===== config.mk =====
export PLATFORM = sky130hd
export DESIGN_NAME = dhf_fifo
export DESIGN_NICKNAME = d
export VERILOG_FILES = /design/src/rtl/core/dhf_pkg.sv /design/src/rtl/core/dhf_fifo.sv
export SDC_FILE = /design/constraint.sdc
export NUM_CORES = 1
export LEC_CHECK = 0
export BUFFER_PORTS_ARGS = -buffer_cell sky130_fd_sc_hd__clkbuf_2
export CAP_MARGIN = 20
export CORE_UTILIZATION = 46
export CTS_CLUSTER_DIAMETER = 150
export DETAILED_ROUTE_END_ITERATION = 10
export GPL_TIMING_DRIVEN = 0
export PLACE_DENSITY_LB_ADDON = 0.05
export SLEW_MARGIN = 25
export SYNTH_ARGS = -nofsm -noshare
export SYNTH_HDL_FRONTEND = slang
export SYNTH_SLANG_ARGS = --single-unit
export TNS_END_PERCENT = 1

===== constraint.sdc =====
create_clock -name clk -period 6.1 [get_ports clk]
set_input_delay 1.22 -clock clk [delete_from_list [all_inputs] [get_ports clk]]
set_output_delay 1.22 -clock clk [all_outputs]
set_load 0.05 [all_outputs]

===== src/rtl/core/dhf_pkg.sv =====
// ----------------------------------------------------------------------------
// dhf_pkg
// Shared constants, types and helpers of the depth hole-fill block.
// ----------------------------------------------------------------------------
`default_nettype none

package dhf_pkg;

  localparam int MAX_KERNEL  = 5;
  localparam int MAX_WIDTH   = 2048;
  localparam int PIXEL_BITS  = 16;

  localparam int NUM_WEIGHTS = MAX_KERNEL * MAX_KERNEL;
  localparam int WT_W        = 17;                    // Q1.16 weight
  localparam int WIDX_W      = 5;                     // weight_index field
  localparam int KS_W        = 3;                     // kernel_size field
  localparam int WCFG_W      = 12;                    // image_width field
  localparam int ROW_W       = 16;
  localparam int COL_W       = $clog2(MAX_WIDTH);
  localparam int SLOT_W      = $clog2(MAX_KERNEL);
  localparam int KK_W        = $clog2(NUM_WEIGHTS + 1);
  localparam int KIDX_W      = $clog2(NUM_WEIGHTS);
  localparam int ADDR_W      = $clog2(MAX_KERNEL * MAX_WIDTH);
  localparam int PROD_W      = PIXEL_BITS + WT_W;
  localparam int SUM_W       = PROD_W + $clog2(NUM_WEIGHTS);
  localparam int MISS_W      = WT_W + $clog2(NUM_WEIGHTS);
  localparam int DCNT_W      = $clog2(SUM_W + 1);
  localparam int QUEUE_DEPTH = 2;
  localparam int QPTR_W      = $clog2(QUEUE_DEPTH);
  localparam int QCNT_W      = $clog2(QUEUE_DEPTH + 1);
  localparam int CFG_W       = 17;
  localparam int ONE_Q16     = 65536;

  typedef enum logic [1:0] {
    REG_WIDTH  = 2'd0,
    REG_HEIGHT = 2'd1,
    REG_KERNEL = 2'd2,
    REG_LIMIT  = 2'd3
  } dhf_reg_t;

  typedef enum logic {
    OP_PIXEL  = 1'b0,
    OP_WEIGHT = 1'b1
  } dhf_op_t;

  // effective configuration after clamping
  typedef struct packed {
    logic [WCFG_W-1:0] width;
    logic [ROW_W-1:0]  height;
    logic [KS_W-1:0]   span;
    logic [KS_W-1:0]   half;
    logic [KK_W-1:0]   kk;
    logic [WT_W-1:0]   limit;
  } dhf_cfg_t;

  typedef struct packed {
    dhf_op_t               op;
    logic [PIXEL_BITS-1:0] pix;
    logic [WIDX_W-1:0]     widx;
    logic [WT_W-1:0]       wval;
    logic [COL_W-1:0]      col;
    logic [ROW_W-1:0]      row;
    logic [SLOT_W-1:0]     slot;
    logic                  emit;
    logic                  last;
  } dhf_job_t;

  function automatic logic [SLOT_W-1:0] slot_inc(input logic [SLOT_W-1:0] s);
    slot_inc = (s == SLOT_W'(MAX_KERNEL - 1)) ? '0 : s + 1'b1;
  endfunction

endpackage

`default_nettype wire


===== src/rtl/core/dhf_fifo.sv =====
// ----------------------------------------------------------------------------
// dhf_fifo
// Short job queue between the front and the back.
// ----------------------------------------------------------------------------
`default_nettype none

module dhf_fifo (
  input  wire                logic clk,
  input  wire                logic rst_n,
  input  wire                logic push,
  input  dhf_pkg::dhf_job_t  push_job,
  output logic               full,
  input  wire                logic pop,
  output dhf_pkg::dhf_job_t  head_job,
  output logic               not_empty
);
  import dhf_pkg::*;

  dhf_job_t            ent_r [QUEUE_DEPTH];
  logic [QPTR_W-1:0]   wp_r, rp_r;
  logic [QCNT_W-1:0]   cnt_r;
  logic                do_push, do_pop;

  assign full      = (cnt_r == QCNT_W'(QUEUE_DEPTH));
  assign not_empty = (cnt_r != '0);
  assign head_job  = ent_r[rp_r];
  assign do_push   = push && !full;
  assign do_pop    = pop && not_empty;

  function automatic logic [QPTR_W-1:0] ptr_inc(input logic [QPTR_W-1:0] p);
    ptr_inc = (p == QPTR_W'(QUEUE_DEPTH - 1)) ? '0 : p + 1'b1;
  endfunction

  always_ff @(posedge clk) begin
    if (do_push) begin
      ent_r[wp_r] <= push_job;
    end
  end

  always_ff @(posedge clk) begin
    if (!rst_n) begin
      wp_r  <= '0;
      rp_r  <= '0;
      cnt_r <= '0;
    end else begin
      if (do_push) wp_r <= ptr_inc(wp_r);
      if (do_pop)  rp_r <= ptr_inc(rp_r);
      case ({do_push, do_pop})
        2'b10:   cnt_r <= cnt_r + 1'b1;
        2'b01:   cnt_r <= cnt_r - 1'b1;
        default: cnt_r <= cnt_r;
      endcase
    end
  end

endmodule

`default_nettype wire


==> results.md <==
* Status: finished clean
* Antenna violations before repair at 0
* ANT nets after route at 0
* Hold Path Sink: wp_r
* Worst setup EP type: output port
* Xor/xnor share of the synthesized area at 0.00492
* Gr usage total at 0.159
* Internal at around 2.3 mW
* Synthesized instance count at ~250
* Syn_nets at ~320
* Clock Tree Buf Depth at 2
* Syn_area_per_cell at roughly 22 um2
* Hold Crit Start: wp_r
* Post-CTS setup buffers at 0
* Minimum clock period at 3050 ps
* Worst vdd ir at just under 0.0003 V
* Power Total at 3.60 mW
* Cells after DPL at 536
* Vias per inst at 4.90
* Logic pwr share at 0.348
* Area growth from synthesis to layout at 29.3%
* Most frequent cells in the layout: clkbuf_2 (147), edfxtp_1 (142), mux2_2 (71)
* Fill cells at between 800 and 900
* Max Fclk at ~330 MHz
* Fin. max-slew vios at 0
* Seq/Total Area, Yosys at 0.817
* Vias in the first global route at 2788
* First drt pass iteration count at 4
* WL/cell at approximately 16 um
* Total gr overflow at 0
* Final setup vio count at 0
* Total die area at 12000 um2
* Share of cells above drive strength 1 at 0.603
* Max FO, Critical Path at 10
* Yosys reg bits at between 100 and 150
* Main combinational cell family by area after synthesis: multiplexers
* Row count at 38
* Diodes inserted at 0
* # IOs at between 100 and 150
* Height of the die at approximately 110 um
* Worst-margin pin slew at between 400 and 500 ps
* Critical path type: reg -> out
* Setup TNS at 0 ps
* Layout Cells excl Fill at 568
* HPWL after detailed placement at slightly below 6000 um
* Worst reg2reg path depth at 5
* Post-CTS Resized at 0
* Power density over the cells at around 520 nW/um2
* CTS tree: yes
* Register share of total power at 0.363
* Clock Skew at roughly 5.6 ps
* H-tree level count at 4
* Max_cap viols at 0
* Compound-Gate Fraction of Synth Area at 0.00609
* # port buffers at around 150
* Sw Share at 0.362
* Largest net degree at the start of global routing at 44
* Initial Util at 0.482
* Post-Synth Simple-Gate Area at 0.0105
* FF+latch area at 4360 um2
* Post-synth cell types at 18
* Hold Path Depth at 2
* Mux cell area share after synthesis at 0.150
* Nets@finish at between 400 and 500
* Flop-to-flop setup slack at 4100 ps
* Starting DRT DRC Count at between 100 and 150
* Worst EP arrival at around 1800 ps
* CTS Hold Bufs at 0
* Switching pwr at about 1.3 mW
* Clock Pin Slew Worst Setup and Hold Paths at about 60 ps
* Final GP Congestion at about 0.65
* Post-route DRC at 0
* RSZ-0062 raised after global routing: false
* Worst skew pair latency at roughly 400 ps
* Area of the core at approximately 11000 um2
* Static leakage at 2.65 nW
* Multi-input gate area at about 930 um2
* Hold Vio Cnt, Final at 0
* Routed vias at roughly 2800
* Reg2Reg Launch Point: cnt_r[0]
* Die Wd at about 110 um
* Mapped cell area at between 5000 and 6000 um2
* Routed wire length at 9070 um
* Synth Warn # at 0
* R2r endpoint: ent_r[0][17]
* Commonest non-fill, non-tap cell in the layout: clkbuf_2
* First-pass GRT wire length at between 10000 and 15000 um
* Rel. slew slack at 0.682
* Nature of the critical path startpoint: flip-flop
* Period utilisation layout at 0.501
* CTS Buf Count at 17
* Post-Synth Adder-Cell Area at 0.00234
* Hold Crit Class: reg -> reg
* CTS sink count at ~150
* Root buf cell: clkbuf_16
* Critical Path RT at a little under 5000 ps
* Clk pwr share at 0.289
-- registers in the layout (all words and copies together) (netlist names), named ones only --
register,cells
cnt_r,2
rp_r,1
ent_r,142
wp_r,1
-- how the worst max path moves through the flow --
stage	slack, ps	startpoint	endpoint	cells past startpoint
global route	2900	flip-flop	head_job[49]	4
global placement	1610	push	ent_r[1][63]	2
floorplan	2680	push	ent_r[0][0]	3
finish	3050	flip-flop	head_job[49]	4
detailed placement	3280	push	ent_r[0][57]	5
CTS	2980	flip-flop	head_job[47]	4
-- per-layer routing --
| layer | vias to the layer above | GRT usage | routed length, um |
|---|---|---|---|
| met5 | - | 0 | 0 |
| met3 | 9 | 0.0593 | 615 |
| met2 | 97 | 0.268 | 4530 |
| met4 | 0 | 0.0771 | 124 |
| li1 | 1321 | - | - |
| met1 | 1358 | 0.177 | 3800 |
-- kinds of logic after synthesis --
family / after synthesis
multiplexers: 71
adder cells (fa/ha/maj): 1
flip-flops: 147
AO/OA/AOI/OAI: 5
buffers and inverters: 11
XOR/XNOR: 3
AND/OR/NAND/NOR: 9
-- power by group through the flow --
stage / Clock [mW] / Combinational, mW / Sequential [mW]
after detailed placement: 0 / 1.27 / 1.33
after floorplan: 0 / 0.993 / 1.33
after CTS: 1.06 / 1.27 / 1.31
final: 1.04 / 1.25 / 1.31
after global routing: 1.11 / 1.33 / 1.32
after global placement: 0 / 1.25 / 1.34
-- worst max-delay path, cell delays in order (launching register included) --
cell and delay (ps):
dfxtp_1 310, buf_2 210, buf_2 290, mux2_2 370, clkbuf_2 240
-- metrics by stage --
step	setup WS [ps]	area (um2)	utilization	hold slack (ps)
detailed placement	3280	6310	0.569	494
global placement	1610	6250	0.564	468
global route	2900	6910	0.624	532
floorplan	2680	5340	-	457
finish	3050	6910	0.624	502
CTS	2980	6910	0.624	505
-- cells in the mapped netlist --
cell,number,area share
or2_2,1,0.0012
edfxtp_1,142,0.80
and3_1,1,0.0012
a21boi_1,2,0.0028
nand2_1,1,0.00070
o21ai_0,2,0.0019
mux2_2,71,0.15
buf_2,8,0.0075
dfxtp_1,5,0.019
nand2b_2,1,0.0016
inv_1,2,0.0014
nor2b_1,2,0.0023
and2_1,1,0.0012
inv_2,1,0.00070
xnor2_1,3,0.0049
or3_1,2,0.0023
ha_1,1,0.0023
o21a_1,1,0.0014
-- final cells by class --
cell class              count  area share
well taps                 140      0.0254
repair buffers            149       0.113
inverters                   3     0.00199
clock inverters            12      0.0235
clock buffers              20      0.0632
flip-flops and latches    147       0.632
multi-input cells          89       0.135
plain buffers               8     0.00580
No activity file was read; power rests on OpenSTA's default activity.
