**config.mk**
```make
export PLATFORM = sky130hd
export DESIGN_NAME = dhf_front
export DESIGN_NICKNAME = d
export VERILOG_FILES = /design/src/rtl/core/dhf_pkg.sv /design/src/rtl/core/dhf_front.sv
export SDC_FILE = /design/constraint.sdc
export NUM_CORES = 1
export LEC_CHECK = 0
export ABC_AREA = 1
export BUFFER_PORTS_ARGS = -buffer_cell sky130_fd_sc_hd__buf_2
export CORE_UTILIZATION = 40
export CTS_BUF_LIST = sky130_fd_sc_hd__clkbuf_4
export DETAILED_ROUTE_END_ITERATION = 10
export GPL_TIMING_DRIVEN = 0
export PLACE_DENSITY = 0.72
export RECOVER_POWER = 100
export REMOVE_ABC_BUFFERS = 1
export SYNTH_ARGS = -nofsm -noshare
export SYNTH_HDL_FRONTEND = slang
export SYNTH_SLANG_ARGS = --single-unit
```
**constraint.sdc**
```tcl
create_clock -name clk -period 7.7 [get_ports clk]
set_input_delay 1.54 -clock clk [delete_from_list [all_inputs] [get_ports clk]]
set_output_delay 1.54 -clock clk [all_outputs]
set_load 0.1 [all_outputs]
```
**src/rtl/core/dhf_pkg.sv**
```systemverilog
// ----------------------------------------------------------------------------
// dhf_pkg
// Shared constants, types and helpers of the depth hole-fill block.
// ----------------------------------------------------------------------------
`default_nettype none

package dhf_pkg;

  localparam int MAX_KERNEL  = 5;
  localparam int MAX_WIDTH   = 2048;
  localparam int PIXEL_BITS  = 16;

  localparam int NUM_WEIGHTS = MAX_KERNEL * MAX_KERNEL;
  localparam int WT_W        = 17;                    // Q1.16 weight
  localparam int WIDX_W      = 5;                     // weight_index field
  localparam int KS_W        = 3;                     // kernel_size field
  localparam int WCFG_W      = 12;                    // image_width field
  localparam int ROW_W       = 16;
  localparam int COL_W       = $clog2(MAX_WIDTH);
  localparam int SLOT_W      = $clog2(MAX_KERNEL);
  localparam int KK_W        = $clog2(NUM_WEIGHTS + 1);
  localparam int KIDX_W      = $clog2(NUM_WEIGHTS);
  localparam int ADDR_W      = $clog2(MAX_KERNEL * MAX_WIDTH);
  localparam int PROD_W      = PIXEL_BITS + WT_W;
  localparam int SUM_W       = PROD_W + $clog2(NUM_WEIGHTS);
  localparam int MISS_W      = WT_W + $clog2(NUM_WEIGHTS);
  localparam int DCNT_W      = $clog2(SUM_W + 1);
  localparam int QUEUE_DEPTH = 2;
  localparam int QPTR_W      = $clog2(QUEUE_DEPTH);
  localparam int QCNT_W      = $clog2(QUEUE_DEPTH + 1);
  localparam int CFG_W       = 17;
  localparam int ONE_Q16     = 65536;

  typedef enum logic [1:0] {
    REG_WIDTH  = 2'd0,
    REG_HEIGHT = 2'd1,
    REG_KERNEL = 2'd2,
    REG_LIMIT  = 2'd3
  } dhf_reg_t;

  typedef enum logic {
    OP_PIXEL  = 1'b0,
    OP_WEIGHT = 1'b1
  } dhf_op_t;

  // effective configuration after clamping
  typedef struct packed {
    logic [WCFG_W-1:0] width;
    logic [ROW_W-1:0]  height;
    logic [KS_W-1:0]   span;
    logic [KS_W-1:0]   half;
    logic [KK_W-1:0]   kk;
    logic [WT_W-1:0]   limit;
  } dhf_cfg_t;

  typedef struct packed {
    dhf_op_t               op;
    logic [PIXEL_BITS-1:0] pix;
    logic [WIDX_W-1:0]     widx;
    logic [WT_W-1:0]       wval;
    logic [COL_W-1:0]      col;
    logic [ROW_W-1:0]      row;
    logic [SLOT_W-1:0]     slot;
    logic                  emit;
    logic                  last;
  } dhf_job_t;

  function automatic logic [SLOT_W-1:0] slot_inc(input logic [SLOT_W-1:0] s);
    slot_inc = (s == SLOT_W'(MAX_KERNEL - 1)) ? '0 : s + 1'b1;
  endfunction

endpackage

`default_nettype wire

```
**src/rtl/core/dhf_front.sv**
```systemverilog
// ----------------------------------------------------------------------------
// dhf_front
// Accepts words, tracks the raster position and tags each pixel job.
// ----------------------------------------------------------------------------
`default_nettype none

module dhf_front (
  input  wire                    logic clk,
  input  wire                    logic rst_n,
  input  dhf_pkg::dhf_cfg_t      cfg,
  input  wire                    logic in_valid,
  output logic                   in_ready,
  input  wire                    logic in_op,
  input  wire [dhf_pkg::PIXEL_BITS-1:0] in_pix,
  input  wire [dhf_pkg::WIDX_W-1:0]     in_widx,
  input  wire [dhf_pkg::WT_W-1:0]       in_wval,
  input  wire                    logic q_full,
  output logic                   q_push,
  output dhf_pkg::dhf_job_t      q_job
);
  import dhf_pkg::*;

  logic [COL_W-1:0]  col_r, col_nxt;
  logic [ROW_W-1:0]  row_r, row_nxt;
  logic [SLOT_W-1:0] slot_r, slot_nxt;

  logic [WCFG_W-1:0] c_pre, c_post;
  logic [ROW_W:0]    r_pre, r_post;
  logic [SLOT_W-1:0] s_pre, s_post;
  logic              is_pixel;

  assign in_ready = !q_full;
  assign q_push   = in_valid && in_ready;
  assign is_pixel = (dhf_op_t'(in_op) == OP_PIXEL);

  always_comb begin
    // wrap first in case the frame size shrank
    c_pre = {1'b0, col_r};
    r_pre = {1'b0, row_r};
    s_pre = slot_r;
    if (c_pre >= cfg.width) begin
      c_pre = '0;
      r_pre = r_pre + 1'b1;
      s_pre = slot_inc(s_pre);
    end
    if (r_pre >= {1'b0, cfg.height}) begin
      r_pre = '0;
      s_pre = '0;
    end
    c_post = c_pre + 1'b1;
    r_post = r_pre;
    s_post = s_pre;
    if (c_post >= cfg.width) begin
      c_post = '0;
      r_post = r_pre + 1'b1;
      s_post = slot_inc(s_pre);
      if (r_post >= {1'b0, cfg.height}) begin
        r_post = '0;
        s_post = '0;
      end
    end
    col_nxt  = c_post[COL_W-1:0];
    row_nxt  = r_post[ROW_W-1:0];
    slot_nxt = s_post;
  end

  always_comb begin
    q_job.op   = dhf_op_t'(in_op);
    q_job.pix  = in_pix;
    q_job.widx = in_widx;
    q_job.wval = in_wval;
    q_job.col  = c_pre[COL_W-1:0];
    q_job.row  = r_pre[ROW_W-1:0];
    q_job.slot = s_pre;
    q_job.emit = (c_pre >= WCFG_W'(cfg.span)) && (r_pre >= (ROW_W+1)'(cfg.span));
    q_job.last = (c_pre == cfg.width - 1'b1) && (r_pre[ROW_W-1:0] == cfg.height - 1'b1);
  end

  always_ff @(posedge clk) begin
    if (!rst_n) begin
      col_r  <= '0;
      row_r  <= '0;
      slot_r <= '0;
    end else if (q_push && is_pixel) begin
      col_r  <= col_nxt;
      row_r  <= row_nxt;
      slot_r <= slot_nxt;
    end
  end

endmodule

`default_nettype wire

```
==> impl_metrics.json, run 1 <==
{
  "status": "complete, no violations",
  "cts_max_path_buffers": 2,
  "final_cell_count_no_fill": 1126,
  "hold_path.class": "reg2reg",
  "htreeDepth": 2,
  "fp.dieW_um": 121,
  "met3_usage": 0.108,
  "synth_edf_count": 0,
  "cts_sinks": 30,
  "worst_slack_ns": 0.238,
  "cts-root-buf": "clkbuf_4",
  "min_period_ns": 7.46,
  "syn_to_final_growth_pct": 9.83,
  "worst_path_largest_cell_delay_ns": 0.30,
  "slew_viol_final": 0,
  "vias_per_cell": 5.25,
  "core_area_um2": 13500,
  "port_buffers": 70,
  "yosysUniqueCellTypes": 50,
  "dp_hpwl_mm": 14.8,
  "netlist.area_leader.share": 0.156,
  "final_cell_area_um2": 6180,
  "vias": 5907,
  "routedWlPerCell_um": 16.5,
  "drt_drc_violations_left": 0,
  "critical_path.max_fanout": 10,
  "ys_seq_area_frac": 0.107,
  "ys_warn_count": 0,
  "power.density_nw_per_um2": 68.3,
  "clkTransAtPathRegs_ns": 0.10,
  "place_congestion": 0.925,
  "leakage_uw": 0.00321,
  "cap_violations": 0,
  "dr.pass1.iters": 6,
  "cp_num_buf_inv": 8,
  "synth_seq_cells": 30,
  "track_usage": 0.258,
  "synth_area_um2": 5620,
  "die_area_um2": 14500,
  "skew_ns": 0.0165,
  "finalPower_uw": 422,
  "multi_input_area_um2": 4230,
  "grt_most_used_layer": "met2",
  "n_fill_cell": 1443,
  "setup_violations": 0,
  "placed_cell_area_um2": 5840,
  "finalCritPeriodShare": 0.969,
  "fmax_ghz": 0.134,
  "pre_cts_ws_ns": -1.40,
  "synth.avg_cell_area_um2": 6.23,
  "grt_pass1_wl_mm": 29.1,
  "cpMaxStageDelayCell": "ha_1",
  "ir_worst_vdd_uv": 44.3,
  "start_util": 0.418,
  "path_common_cell": "nand2_1",
  "final_antenna_net_count": 0,
  "startpoint_type": "primary input",
  "netlist_instances": 903,
  "grt.met2_usage": 0.389,
  "clkLatencyLatePin_ns": 0.35,
  "critPathArrivalTime_ns": 5.92,
  "yosys-top-cells-count": "197 x nand2_1, 147 x inv_1, 87 x nor2_1",
  "first_global_vias": 5487,
  "cts_hold_buf": 0,
  "dr.first_iter.drc_count": 424,
  "synthTopCellsByArea": "ha_1 16%, nand2_1 13%, dfxtp_1 11%",
  "synthFlopType": "dfxtp_1",
  "overflow": 0,
  "ys_async_sr_fraction": 0,
  "grt_max_degree": 23,
  "seq_area_um2": 601,
  "worstSetupPathType": "in2out",
  "cts_buffers": 5,
  "yosysTopAreaCell": "ha_1",
  "dp_cells": 1100,
  "cts_tree": "done",
  "top_level_ports": 172,
  "relSlewSlack": 0.218,
  "antenna_found_initial": 0,
  "row_count": 42,
  "drive_gt1_frac": 0.179,
  "fp.dieH_um": 121,
  "grt_use_met1": 0.328,
  "final_nets": 1117,
  "cp-end-kind": "output port",
  "required_ns": 6.16,
  "synth.most_common_cell": "nand2_1",
  "cp_top_family": "simple AND/OR/NAND/NOR gates",
  "rsz0062_at_grt": "yes",
  "hold_viol_final": 0,
  "worst_pin_slew_ns": 1.18,
  "drt_wl_total_mm": 18.6
}
==> logic make-up (layout without fill, tap and decap cells) <==
| kind of cell | Yosys count | after routing | synth area share |
|---|---|---|---|
| simple gates | 412 | 416 | 0.349 |
| buf+inv | 210 | 252 | 0.173 |
| compound gates | 125 | 125 | 0.126 |
| fa+ha+maj | 70 | 70 | 0.156 |
| xor+xnor | 56 | 56 | 0.0885 |
| flops | 30 | 30 | 0.107 |
| other cells | 0 | 1 | 0 |
==> worst min-delay path, stage by stage, from the launching register on <==
cell     delay, ns
dfxtp_1       0.33
nand2_1       0.06
a21oi_1       0.06
==> registers in the layout, indices dropped and copies added (netlist names) <==
register  count
col_r        11
row_r        16
slot_r        3
==> area by class of cell <==
type / count / share of cell area
Antenna cell: 1 / 0.000405
Clock buffer: 5 / 0.00608
Multi-Input combinational cell: 667 / 0.685
Clock inverter: 3 / 0.00263
Tap cell: 176 / 0.0356
Inverter: 160 / 0.0980
Timing Repair Buffer: 84 / 0.0745
Sequential cell: 30 / 0.0972
==> cells in the final DEF, fill, tap and decap left out, drive strengths merged <==
master    netlist  routed
a41oi           1       1
ha             70      70
o21bai          1       1
o2111ai         1       1
xnor2           3       3
nor2          115     115
clkinv          1       3
a211oi          3       3
buf            45      75
nor4            1       1
a21o            3       3
nor3           20      20
or2             2       2
diode           0       1
clkinvlp        0       1
xor2           53      53
o21a            4       4
a21oi          52      52
a22oi           1       1
nand4          21      21
clkbuf          5      14
nand3b          1       1
a21boi          2       2
inv           159     159
nand2         207     207
and3            1       1
nand3          43      47
o21ai          48      48
o22ai           8       8
o31ai           1       1
dfxtp          30      30
or3b            1       1
==> through the flow <==
stage          hold slack (ns)  setup TNS (ns)   util
2_1_floorplan            0.445          -14.40      -
3_3_place_gp             0.458          -21.24  0.433
3_5_place_dp             0.468          -21.89  0.434
4_1_cts                  0.483         -0.0728  0.449
5_1_grt                  0.502         -0.0930  0.459
6_report                 0.480               0  0.459
==> power breakdown <==
group / internal, uW / total [uW] / switching [uW]
Combinational: 49.0 / 163 / 114
Sequential: 158 / 161 / 3.05
Clock: 34.0 / 97.8 / 63.9
==> metal layers <==
layer,vias to the layer above,wire [um],share of wire
met5,-,66,0.0036
met4,2,409,0.022
met3,40,2280,0.12
met2,269,8020,0.43
met1,2648,7800,0.42
li1,2948,-,-
==> final timing paths <==
check	start	endpoint	depth (start not counted)	slack, ns
worst max register to register	col_r[10]$_SDFFE_PN0P_	row_r[3]$_SDFFE_PN0P_	37	1.47
worst min-delay path	col_r[0]$_SDFFE_PN0P_	col_r[0]$_SDFFE_PN0P_	2	0.48
worst max-delay path	cfg[54]	q_job[0]	37	0.24
worst min register to register	col_r[0]$_SDFFE_PN0P_	col_r[0]$_SDFFE_PN0P_	2	0.48
==> repair_timing <==
| item | 4_1_cts | 5_1_grt |
|---|---|---|
| buffers inserted | 5 | 8 |
| pin swaps | 3 | 10 |
| gates cloned | 3 | 1 |
| resized for setup | 18 | 19 |
| setup endpoints to repair | 24 | 21 |
No activity file was read; power rests on OpenSTA's default activity.
==> run 2, diff against run 1 <==
ABC_AREA = default   (was 1)
HOLD_SLACK_MARGIN = 0.02   (was default)
==> run 2 against run 1 <==
  * Die area is 2.8% lower
  * Sequential share of layout area decreased by 1.8 points
  * The flow now finishes with violations (setup timing)
  * Global-route usage grew 5.5 points
  * Sequential cell count did not move
  * Worst hold slack improved by 0.057 ns
  * Combinational power grew 110%
  * Highest routed layer unchanged
  * Setup slack got worse by 1.3 ns
  * Count of clock-buffer cells in the layout grew 1
==> impl_metrics.json, run 2 <==
{
  "row_count": 42,
  "placed_cell_area_um2": 5610,
  "p_comb_frac": 0.557,
  "fp.dieH_um": 119,
  "routedWlPerCell_um": 23.6,
  "place_congestion": 0.976,
  "failed_checks": "setup timing",
  "cp_num_buf_inv": 6,
  "vias_per_cell": 6.56,
  "skew_ns": 0.0273,
  "ys_seq_area_frac": 0.110,
  "reg2regPathDepth": 30,
  "met3_length_mm": 3.06,
  "worst_slack_ns": -1.06,
  "htreeDepth": 2,
  "cp-end-kind": "flip-flop",
  "final_cell_count_no_fill": 1030,
  "drive_gt1_frac": 0.371,
  "fp.dieW_um": 119,
  "port_buffers": 70,
  "final_nets": 1022,
  "hold_path.class": "reg2reg",
  "ir_worst_vdd_uv": 52.2,
  "antenna_found_initial": 0,
  "startpoint_type": "primary input",
  "drt_wl_total_mm": 24.3,
  "start_util": 0.411,
  "synth_seq_cells": 30,
  "drt_drc_violations_left": 0,
  "critPathArrivalTime_ns": 9.00,
  "synth_area_um2": 5470,
  "leakage_uw": 0.00321,
  "hold_viol_final": 0,
  "synth_edf_count": 0,
  "slew_viol_final": 0,
  "cap_violations": 0,
  "clkLatencyLatePin_ns": 0.37,
  "netlist_instances": 741,
  "largest_reg_flops": 16,
  "grt_pass1_wl_mm": 34.9,
  "finalPower_uw": 626,
  "synth.most_common_cell": "ha_1",
  "synthFlopType": "dfxtp_1",
  "relSlewSlack": 0.171,
  "power.density_nw_per_um2": 82.3,
  "syn_to_final_growth_pct": 39.0,
  "final_util": 0.572,
  "ys_async_sr_fraction": 0,
  "swShare": 0.474,
  "yosysUniqueCellTypes": 82,
  "first_global_vias": 6340,
  "highest_layer": "met5",
  "most-common-layout-cells": "82 x buf_4, 50 x ha_1, 44 x inv_1, 44 x nand2_1, 43 x nor2_1",
  "rsz0062_at_grt": "yes",
  "die_area_um2": 14100,
  "critical_path.max_fanout": 6,
  "grt_max_degree": 34,
  "worst_pin_slew_ns": 1.24,
  "layout_commonest_cell": "buf_4",
  "vias": 6760,
  "yosys-top-cells-count": "70 x ha_1, 57 x inv_1, 50 x nand2_1",
  "whs_ns": 0.537,
  "worstSetupPathType": "in2reg",
  "top_level_ports": 172,
  "cpMaxStageDelayCell": "nor3_1",
  "final_cell_area_um2": 7600,
  "ys_warn_count": 0,
  "pwr-share-seq": 0.277,
  "path_common_cell": "ha_4",
  "power.switching_uw": 296,
  "cts_tree": "done",
  "cp_top_family": "simple AND/OR/NAND/NOR gates",
  "critical_path_depth": 34,
  "required_ns": 7.94,
  "cts_sinks": 30,
  "setup_violations": 22,
  "overflow": 0,
  "wl_met1_mm": 9.08,
  "worst_path_largest_cell_delay_ns": 0.52,
  "cts_hold_buf": 0,
  "netlist.area_leader.share": 0.160,
  "dp_cells": 915,
  "cts_max_path_buffers": 2,
  "worstHoldPathCells": 2,
  "core_area_um2": 13300,
  "dr.pass1.iters": 6,
  "min_period_ns": 8.76,
  "cts-root-buf": "clkbuf_4",
  "diodes": 0,
  "final_antenna_net_count": 0,
  "power.internal_uw": 329,
  "dp_hpwl_mm": 13.6,
  "dr.first_iter.drc_count": 1147,
  "finalCritPeriodShare": 1.14,
  "cts_buffers": 5,
  "track_usage": 0.313,
  "synthTopCellsByArea": "ha_1 16%, dfxtp_1 11%, xnor2_1 7.2%",
  "fmax_ghz": 0.114,
  "synth.avg_cell_area_um2": 7.38,
  "p_clk_frac": 0.166,
  "regMostFlops": "row_r",
  "status": "finished with violations",
  "wl_met2_mm": 10.2,
  "clkTransAtPathRegs_ns": 0.10,
  "largestRegisters": "row_r: 16 flops, col_r: 11 flops, slot_r: 3 flops",
  "yosysTopAreaCell": "ha_1"
}
-- run 2: changes by cell type after synthesis, sizes merged, moves of 15 or more --
cell    delta
clkbuf    +17
nor4      +15
nand2    -156
xnor2     +43
inv      -101
nand3     -17
nor2      -66
xor2      -34
-- run 2: logic make-up after synthesis --
family                   after synthesis  synth area share
XOR/XNOR                              66             0.111
AO/OA/AOI/OAI                        178             0.229
AND/OR/NAND/NOR                      263             0.260
adder cells (fa/ha/maj)               70             0.160
buffers and inverters                132             0.125
flip-flops                            30             0.110
multiplexers                           2           0.00389
-- run 2: what timing repair did --
item / in CTS / in global routing
gates resized for setup: 171 / 61
endpoints found under the setup margin: 40 / 26
gates cloned: 4 / 0
pin swaps: 79 / 59
setup buffers: 79 / 24
-- run 2: path summary, 6_finish.rpt --
| kind | start | to | slack, ns |
|---|---|---|---|
| hold reg to reg | col_r[0]$_SDFFE_PN0P_ | col_r[0]$_SDFFE_PN0P_ | 0.54 |
| setup reg to reg | row_r[2]$_SDFFE_PN0P_ | row_r[8]$_SDFFE_PN0P_ | -0.36 |
| hold / removal | col_r[0]$_SDFFE_PN0P_ | col_r[0]$_SDFFE_PN0P_ | 0.54 |
| setup / recovery | cfg[50] | row_r[8]$_SDFFE_PN0P_ | -1.06 |
-- run 2: routing by layer --
layer  vias to the layer above  GRT usage
li1                       2887          -
met1                      3069      0.395
met2                       611      0.476
met3                       191     0.0915
met4                         2      0.162
met5                         -     0.0478
-- run 2: layout make-up --
| cell class | count | area, um^2 |
|---|---|---|
| Clock buffer | 6 | 45.0 |
| Clock inverter | 2 | 8.76 |
| Fill cell | 1108 | 5690 |
| Inverter | 59 | 251 |
| Multi-Input combinational cell | 583 | 5180 |
| Sequential cell | 30 | 601 |
| Tap cell | 176 | 220 |
| Timing Repair Buffer | 174 | 1290 |
-- run 2: through the flow --
| stage | setup TNS, ns | setup slack (ns) |
|---|---|---|
| final | -18.37 | -1.06 |
| after floorplan | -56.91 | -3.01 |
| after CTS | -3.71 | -0.336 |
| after global placement | -103.54 | -3.70 |
| after detailed placement | -92.23 | -3.70 |
| after global routing | -27.01 | -1.41 |
-- run 2: power by group through the flow --
stage / Clock (uW) / Sequential (uW) / Combinational (uW)
3_5_place_dp: 0 / 172 / 239
5_1_grt: 107 / 174 / 367
3_3_place_gp: 0 / 172 / 235
4_1_cts: 100 / 171 / 308
2_1_floorplan: 0 / 170 / 176
6_report: 104 / 173 / 349
-- run 2: worst reg2reg max path, delay by kind of cell, from the launching register on --
family | cells | cell delay, ns
AOI/OAI and AO/OA | 10 | 2.40
DFF | 1 | 0.63
and+or+nand+nor | 12 | 3.12
adders and majority gates | 3 | 0.77
buffers and inverters | 3 | 0.36
xor gates and xnor gates | 2 | 0.63
